==> src/rtl/bild_pkg.sv <==
// Shared types and constants for the branch instruction length decoder.
package bild_pkg;

    localparam int MAX_LENGTH = 15;
    localparam int LEN_W      = 4;
    localparam int SUM_W      = 5;

    // Legacy prefixes and the REX range
    localparam logic [7:0] PFX_ES     = 8'h26;
    localparam logic [7:0] PFX_CS     = 8'h2E;
    localparam logic [7:0] PFX_SS     = 8'h36;
    localparam logic [7:0] PFX_DS     = 8'h3E;
    localparam logic [7:0] PFX_FS     = 8'h64;
    localparam logic [7:0] PFX_GS     = 8'h65;
    localparam logic [7:0] PFX_OPSIZE = 8'h66;
    localparam logic [7:0] PFX_ADSIZE = 8'h67;
    localparam logic [7:0] PFX_LOCK   = 8'hF0;
    localparam logic [7:0] PFX_REPNE  = 8'hF2;
    localparam logic [7:0] PFX_REP    = 8'hF3;
    localparam logic [7:0] REX_FIRST  = 8'h40;
    localparam logic [7:0] REX_LAST   = 8'h4F;

    // Branch opcodes
    localparam logic [7:0] OP_JCC_SHORT_FIRST = 8'h70;
    localparam logic [7:0] OP_JCC_SHORT_LAST  = 8'h7F;
    localparam logic [7:0] OP_JMP_SHORT       = 8'hEB;
    localparam logic [7:0] OP_JCXZ            = 8'hE3;
    localparam logic [7:0] OP_CALL_REL        = 8'hE8;
    localparam logic [7:0] OP_JMP_REL         = 8'hE9;
    localparam logic [7:0] OP_ESCAPE          = 8'h0F;
    localparam logic [7:0] OP_GROUP5          = 8'hFF;
    localparam logic [7:0] OP_JCC_NEAR_FIRST  = 8'h80;
    localparam logic [7:0] OP_JCC_NEAR_LAST   = 8'h8F;

    // modrm / sib fields for the FF group
    localparam logic [1:0] MOD_MEM       = 2'd0;
    localparam logic [1:0] MOD_DISP8     = 2'd1;
    localparam logic [1:0] MOD_DISP32    = 2'd2;
    localparam logic [1:0] MOD_REG       = 2'd3;
    localparam logic [2:0] FF_CALL_NEAR  = 3'd2;
    localparam logic [2:0] FF_JMP_FAR    = 3'd5;
    localparam logic [2:0] RM_SIB        = 3'd4;
    localparam logic [2:0] RM_RIP        = 3'd5;
    localparam logic [2:0] SIB_BASE_NONE = 3'd5;

    typedef enum logic [1:0] {
        ST_OK         = 2'd0,
        ST_NOT_BRANCH = 2'd1,
        ST_TOO_LONG   = 2'd2
    } t_status;

    typedef struct packed {
        logic             valid;
        logic [LEN_W-1:0] len;
        t_status          status;
    } t_result;

endpackage

==> src/rtl/bild_core.sv <==
// Decode state and combinational step logic for one code byte.
module bild_core (
    input  logic              i_clk,
    input  logic              i_rst_n,
    input  logic              i_step,
    input  logic [7:0]        i_byte,
    input  logic              i_first,
    output bild_pkg::t_result o_res
);
    import bild_pkg::*;

    typedef enum logic [4:0] {
        PH_IDLE    = 5'b00001,
        PH_PREFIX  = 5'b00010,
        PH_TWOBYTE = 5'b00100,
        PH_MODRM   = 5'b01000,
        PH_SIB     = 5'b10000
    } t_phase;

    function automatic logic is_prefix(input logic [7:0] b);
        return b == PFX_ES || b == PFX_CS || b == PFX_SS || b == PFX_DS ||
               b == PFX_FS || b == PFX_GS || b == PFX_OPSIZE || b == PFX_ADSIZE ||
               b == PFX_LOCK || b == PFX_REPNE || b == PFX_REP ||
               (b >= REX_FIRST && b <= REX_LAST);
    endfunction

    function automatic logic [SUM_W-1:0] disp_size(input logic [1:0] mode);
        unique case (mode)
            MOD_DISP8:  return SUM_W'(1);
            MOD_DISP32: return SUM_W'(4);
            default:    return '0;
        endcase
    endfunction

    t_phase           r_phase, n_phase;
    logic [LEN_W-1:0] r_count, n_count;
    logic [7:0]       r_modrm, n_modrm;

    t_phase           ph;
    logic [LEN_W-1:0] p;
    logic [SUM_W-1:0] p_ext;
    logic [SUM_W-1:0] rlen;
    logic             fin;
    t_status          st;
    logic [1:0]       mode;
    logic [2:0]       regf;
    logic [2:0]       rm;

    always_comb begin
        ph      = i_first ? PH_PREFIX : r_phase;
        p       = i_first ? '0 : r_count;
        p_ext   = {1'b0, p};
        n_phase = ph;
        n_count = p;
        n_modrm = r_modrm;
        rlen    = '0;
        fin     = 1'b0;
        st      = ST_OK;
        mode    = i_byte[7:6];
        regf    = i_byte[5:3];
        rm      = i_byte[2:0];

        unique case (ph)
            PH_PREFIX: begin
                if (is_prefix(i_byte)) begin
                    n_count = p + LEN_W'(1);
                    if ((p_ext + SUM_W'(3)) > SUM_W'(MAX_LENGTH)) begin
                        fin = 1'b1;
                        st  = ST_TOO_LONG;
                    end
                end else if (i_byte == OP_JMP_SHORT || i_byte == OP_JCXZ ||
                             (i_byte >= OP_JCC_SHORT_FIRST &&
                              i_byte <= OP_JCC_SHORT_LAST)) begin
                    fin  = 1'b1;
                    rlen = p_ext + SUM_W'(2);
                end else if (i_byte == OP_CALL_REL || i_byte == OP_JMP_REL) begin
                    fin  = 1'b1;
                    rlen = p_ext + SUM_W'(5);
                end else if (i_byte == OP_ESCAPE) begin
                    n_phase = PH_TWOBYTE;
                end else if (i_byte == OP_GROUP5) begin
                    n_phase = PH_MODRM;
                end else begin
                    fin = 1'b1;
                    st  = ST_NOT_BRANCH;
                end
            end
            PH_TWOBYTE: begin
                fin = 1'b1;
                if (i_byte >= OP_JCC_NEAR_FIRST && i_byte <= OP_JCC_NEAR_LAST) begin
                    rlen = p_ext + SUM_W'(6);
                end else begin
                    st = ST_NOT_BRANCH;
                end
            end
            PH_MODRM: begin
                n_modrm = i_byte;
                if (regf < FF_CALL_NEAR || regf > FF_JMP_FAR) begin
                    fin = 1'b1;
                    st  = ST_NOT_BRANCH;
                end else if (mode == MOD_REG) begin
                    fin  = 1'b1;
                    rlen = p_ext + SUM_W'(2);
                end else if (rm == RM_SIB) begin
                    n_phase = PH_SIB;
                end else begin
                    fin  = 1'b1;
                    rlen = p_ext + SUM_W'(2) + disp_size(mode) +
                           ((mode == MOD_MEM && rm == RM_RIP) ? SUM_W'(4) : '0);
                end
            end
            PH_SIB: begin
                fin  = 1'b1;
                rlen = p_ext + SUM_W'(3) + disp_size(r_modrm[7:6]) +
                       ((r_modrm[7:6] == MOD_MEM && i_byte[2:0] == SIB_BASE_NONE) ?
                        SUM_W'(4) : '0);
            end
            default: begin
                n_phase = PH_IDLE;
            end
        endcase

        // Flag lengths past the architectural limit.
        if (fin && st == ST_OK && rlen > SUM_W'(MAX_LENGTH)) begin
            st = ST_TOO_LONG;
        end
        if (fin) begin
            n_phase = PH_IDLE;
        end

        o_res.valid  = fin;
        o_res.status = st;
        o_res.len    = (st == ST_OK) ? rlen[LEN_W-1:0] : '0;
    end

    always_ff @(posedge i_clk) begin
        if (!i_rst_n) begin
            r_phase <= PH_IDLE;
            r_count <= '0;
            r_modrm <= '0;
        end else if (i_step) begin
            r_phase <= n_phase;
            r_count <= n_count;
            r_modrm <= n_modrm;
        end
    end

    a_idle_after_result: assert property (@(posedge i_clk) disable iff (!i_rst_n)
        (i_step && o_res.valid) |=> r_phase == PH_IDLE)
        else $error("decoder not idle after a result");

    a_error_zero_len: assert property (@(posedge i_clk) disable iff (!i_rst_n)
        (o_res.valid && o_res.status != ST_OK) |-> o_res.len == '0)
        else $error("nonzero length with error status");

    a_ok_len_range: assert property (@(posedge i_clk) disable iff (!i_rst_n)
        (o_res.valid && o_res.status == ST_OK) |->
        (o_res.len >= LEN_W'(2) && o_res.len <= LEN_W'(MAX_LENGTH)))
        else $error("ok length out of range");

    // The prefix that overflows the limit is still counted before going idle.
    a_count_bound: assert property (@(posedge i_clk) disable iff (!i_rst_n)
        (r_count <= LEN_W'(MAX_LENGTH - 1)))
        else $error("prefix count beyond limit");

endmodule

==> src/rtl/branch_instruction_length_decoder_top.sv <==
// Top level: input register, byte decoder and result register.
//
//  channel | valid       | stall        | payload
//  --------+-------------+--------------+--------------------------------
//  in      | i_in_valid  | o_in_stall   | i_code_byte, i_first_byte
//  out     | o_out_valid | i_out_stall  | o_total_length, o_status
//
// One byte per cycle sustained unless a stalled result holds the input side;
// a byte waits in the input register and its result (if any) is written to the
// result register when the decoder steps it; the decode logic is combinational.
// Reset (synchronous, active low) empties both registers and idles the decoder.
// A stalled result only holds the input side when the waiting byte completes
// an instruction; bytes that give no result keep flowing.
module branch_instruction_length_decoder_top (
    input  logic                         i_clk,
    input  logic                         i_rst_n,
    input  logic                         i_in_valid,
    output logic                         o_in_stall,
    input  logic [7:0]                   i_code_byte,
    input  logic                         i_first_byte,
    output logic                         o_out_valid,
    input  logic                         i_out_stall,
    output logic [bild_pkg::LEN_W-1:0]   o_total_length,
    output logic [1:0]                   o_status
);
    import bild_pkg::*;

    logic             r_in_valid;
    logic [7:0]       r_byte;
    logic             r_first;
    logic             r_out_valid;
    logic [LEN_W-1:0] r_len;
    t_status          r_status;

    t_result res;
    logic    out_free;
    logic    step;
    logic    in_acc;

    bild_core u_core (
        .i_clk   (i_clk),
        .i_rst_n (i_rst_n),
        .i_step  (step),
        .i_byte  (r_byte),
        .i_first (r_first),
        .o_res   (res)
    );

    assign out_free   = !r_out_valid || !i_out_stall;
    assign step       = r_in_valid && (!res.valid || out_free);
    assign o_in_stall = r_in_valid && !step;
    assign in_acc     = i_in_valid && !o_in_stall;

    always_ff @(posedge i_clk) begin
        if (!i_rst_n) begin
            r_in_valid <= 1'b0;
        end else if (in_acc) begin
            r_in_valid <= 1'b1;
        end else if (step) begin
            r_in_valid <= 1'b0;
        end
    end

    always_ff @(posedge i_clk) begin
        if (in_acc) begin
            r_byte  <= i_code_byte;
            r_first <= i_first_byte;
        end
    end

    always_ff @(posedge i_clk) begin
        if (!i_rst_n) begin
            r_out_valid <= 1'b0;
        end else if (step && res.valid) begin
            r_out_valid <= 1'b1;
        end else if (!i_out_stall) begin
            r_out_valid <= 1'b0;
        end
    end

    // Load a new result only when the old one is gone or leaving.
    always_ff @(posedge i_clk) begin
        if (step && res.valid) begin
            r_len    <= res.len;
            r_status <= res.status;
        end
    end

    assign o_out_valid    = r_out_valid;
    assign o_total_length = r_len;
    assign o_status       = r_status;

    a_result_lands: assert property (@(posedge i_clk) disable iff (!i_rst_n)
        (step && res.valid) |=> r_out_valid)
        else $error("result transaction lost");

    a_no_overwrite: assert property (@(posedge i_clk) disable iff (!i_rst_n)
        (r_out_valid && i_out_stall) |-> !(step && res.valid))
        else $error("pending result overwritten");

endmodule
==> config.mk <==
export PLATFORM = sky130hd
export DESIGN_NAME = branch_instruction_length_decoder_top
export DESIGN_NICKNAME = d
export VERILOG_FILES = /design/src/rtl/bild_pkg.sv /design/src/rtl/bild_core.sv /design/src/rtl/branch_instruction_length_decoder_top.sv
export SDC_FILE = /design/constraint.sdc
export NUM_CORES = 1
export LEC_CHECK = 0
export BUFFER_PORTS_ARGS = -buffer_cell sky130_fd_sc_hd__buf_2
export CAP_MARGIN = 20
export CORE_MARGIN = 8
export CORE_UTILIZATION = 55
export CTS_CLUSTER_DIAMETER = 30
export DETAILED_ROUTE_END_ITERATION = 7
export HOLD_SLACK_MARGIN = 0.02
export PLACE_DENSITY = 0.79
export RECOVER_POWER = 100
export SYNTH_ARGS = -nofsm -noshare
export SYNTH_HDL_FRONTEND = slang
export SYNTH_SLANG_ARGS = --single-unit
==> constraint.sdc <==
create_clock -name i_clk -period 4.7 [get_ports i_clk]
set_input_delay 1.41 -clock i_clk [delete_from_list [all_inputs] [get_ports i_clk]]
set_output_delay 1.41 -clock i_clk [all_outputs]
set_load 0.01 [all_outputs]
==> results.md <==
* Outcome: finished clean
* Reg2reg setup slack at 1.19 ns
* Leak pwr at 1.004 nW
* Relative slew slack at 33.33%
* I/O Pins at 21
* Ys Warns at 0
* Post-CTS Resized at 0
* Final min period at 4.481 ns
* Synth-to-Final Area Change at 7.279%
* Rows at 24
* Fin. max-slew vios at 0
* Post-Syn Area per Cell at 8.943 µm²
* Vias per inst at 6.454
* WS Path Type: register to output port
* Cts hold-fix bufs at 0
* Clock tree buffer depth at 2
* #FFs+latches synth at 28
* Remaining routing DRC violations at 0
* Nets@finish at 320
* H-Tree Depth at 1
* CP Launch Point: r_first
* EDFF count, synth at 15
* ANT cells at 0
* Leading cell type in the layout, fill and taps excluded: nor2_1
* Core area at 4294 µm²
* HP Start: u_core.r_modrm[6]
* Worst-Margin Slew at 0.9978 ns
* Number of global-route vias before repair at 2,022
* Most frequent cells in the layout: nor2_1 (23), nand2_1 (21), ha_1 (19)
* CP arrival at 3.07 ns
* R2R Path Start: r_first
* Postcts setup bufs at 0
* Power density cells at 204.8 nW/µm²
* Post-synth ARST share at 0%
* Mapped Area at 2424 µm²
* Fin util at 60.55%
* RSZ-0062 raised after global routing: false
* Pre-antenna DRT Iters at 5
* Vias after detailed routing at 2,175
* VDD IR max at 0.1550 mV
* Crit path max fanout at 8
* Clock latency on the worst-skew pair at 0.28 ns
* First-pass GRT wire length at 9.377 mm
* Clock transition at path regs at 0.10 ns
* Dpl hpwl at 4.528 mm
* CTS tree: built
* Final setup fails at 0
* Final Hold Viols at 0
* F_max at 0.2232 GHz
* Die area at 6786 µm²
* Initial drt markers at 277
* Initial antenna violation count at 0
* Top FF cell, synth: edfxtp_1
* Post-synthesis sequential area ratio at 29.32%
* Final ANT Viol Nets at 0
* Hold Path Class: register to register
* Final Cycle Share at 95.34%
* Yosys cell types at 69
* GRT Total Usage at 17.64%
* TNS Setup at 0 ns
* Largest net degree at the start of global routing at 19
* Chip height at 82.38 µm
* Crit end category: output port
* Num Clock Sinks at 28
* Fillcell total at 375
* CTS buffer count at 3
* Initial Utilization at 56.44%
* Gate Count Post-Synth at 271
* Detailed-route wire length per cell at 16.86 µm
* Layout cell share with drive strength beyond 1 at 11.23%
* GP Congestion at 0.9819
* WL final at 5.681 mm
* GRT overflow at 0
* Worst Path Required at 3.29 ns
* MaxCap Viol Count at 0
* CP Launch Type: register
* Die width at 82.38 µm
* CTS root buffer: clkbuf_8
* Fin Clk Skew at 0.002817 ns
* Syn nets at 305
* Number of I/O port buffers at 20
-- registers in the layout, summed over array words and instances, names as in the netlist, 2 cells and up --
| register | count |
|---|---|
| r_byte | 8 |
| u_core.r_phase | 5 |
| o_total_length | 4 |
| u_core.r_count | 4 |
| o_status | 2 |
| u_core.r_modrm | 2 |
-- cell usage after synthesis (all sizes together), types with 3 or more instances --
library cell	n	share of area (%)
a211o	3	1.1
a211oi	5	2.3
a21oi	15	3.1
a221oi	4	1.4
a22oi	4	1.2
and3	5	1.3
buf	3	0.72
clkbuf	9	1.4
dfxtp	13	11
edfxtp	15	19
ha	19	9.8
inv	17	2.6
mux2i	3	1.2
nand2	21	3.4
nand2b	6	1.5
nand3	5	1.0
nand4	4	1.0
nand4b	5	1.8
nor2	23	3.6
nor2b	7	1.8
nor3	9	2.3
nor3b	6	2.5
nor4	3	2.0
o21a	5	1.5
o21ai	13	2.7
o31ai	3	1.3
xnor2	4	1.4
xor2	4	1.4
-- per-layer routing --
metal  part of all wire, %  wire length (µm)  up-vias  track usage [%]
met5                     0                 0        -                0
met4                   2.5               140        0            7.544
met3                   7.2               410       18            3.896
met2                    47              2657       92            28.97
met1                    44              2472     1023            21.69
li1                      -                 -     1042                -
-- worst max-delay path, stage by stage, from the launching register on --
cell      delay [ns]
edfxtp_1        0.51
nand2b_1        0.35
inv_1           0.20
ha_1            0.31
inv_1           0.08
a21o_1          0.22
nor4_4          0.46
o31ai_2         0.18
a211oi_2        0.29
clkbuf_1        0.18
-- report_power, final --
group | internal [W] | switching, W | leakage, nW
logic | 0.0000232 | 0.0000393 | 0.718
registers | 0.000265 | 0.00000965 | 0.250
clock network | 0.000114 | 0.0000810 | 0.0357
-- path summary, 6_finish.rpt --
check                                    endpoint  cells past startpoint
worst min register to register  u_core.r_modrm[6]                      2
worst max register to register        o_status[1]                      9
worst max-delay path                   o_in_stall                      9
worst min-delay path            u_core.r_modrm[6]                      2
-- layout make-up --
| cell class | count | area (µm²) | share of cell area (%) |
|---|---|---|---|
| Multi-Input combinational cell | 214 | 1584 | 60.92 |
| Sequential cell | 28 | 710.7 | 27.33 |
| Timing Repair Buffer | 22 | 105.1 | 4.042 |
| Tap cell | 52 | 65.06 | 2.502 |
| Inverter | 17 | 63.81 | 2.454 |
| Clock buffer | 3 | 41.29 | 1.588 |
| Clock inverter | 1 | 30.03 | 1.155 |
-- per-stage QoR --
step                      setup slack, ns  total power (W)  instances  cell area, µm²  hold WS [ns]
final                              0.2189        0.0005325        337            2600        0.5211
after global routing              0.07287        0.0005527        337            2600        0.5591
after CTS                          0.2804        0.0005329        337            2623        0.5246
after detailed placement           0.5959        0.0003424        333            2551        0.5104
after global placement             0.7372        0.0003415        333            2551        0.4915
after floorplan                    0.6397        0.0003236        271            2424        0.4510
-- cell families after synthesis --
kind of cell,Yosys count,synth area share [%]
flip-flops,28,29.32
adder cells (fa/ha/maj),21,11.46
AND/OR/NAND/NOR,106,26.17
AO/OA/AOI/OAI,76,24.11
multiplexers,3,1.239
XOR/XNOR,8,2.891
buffers and inverters,29,4.801
Power figures use the tool's default switching activity.
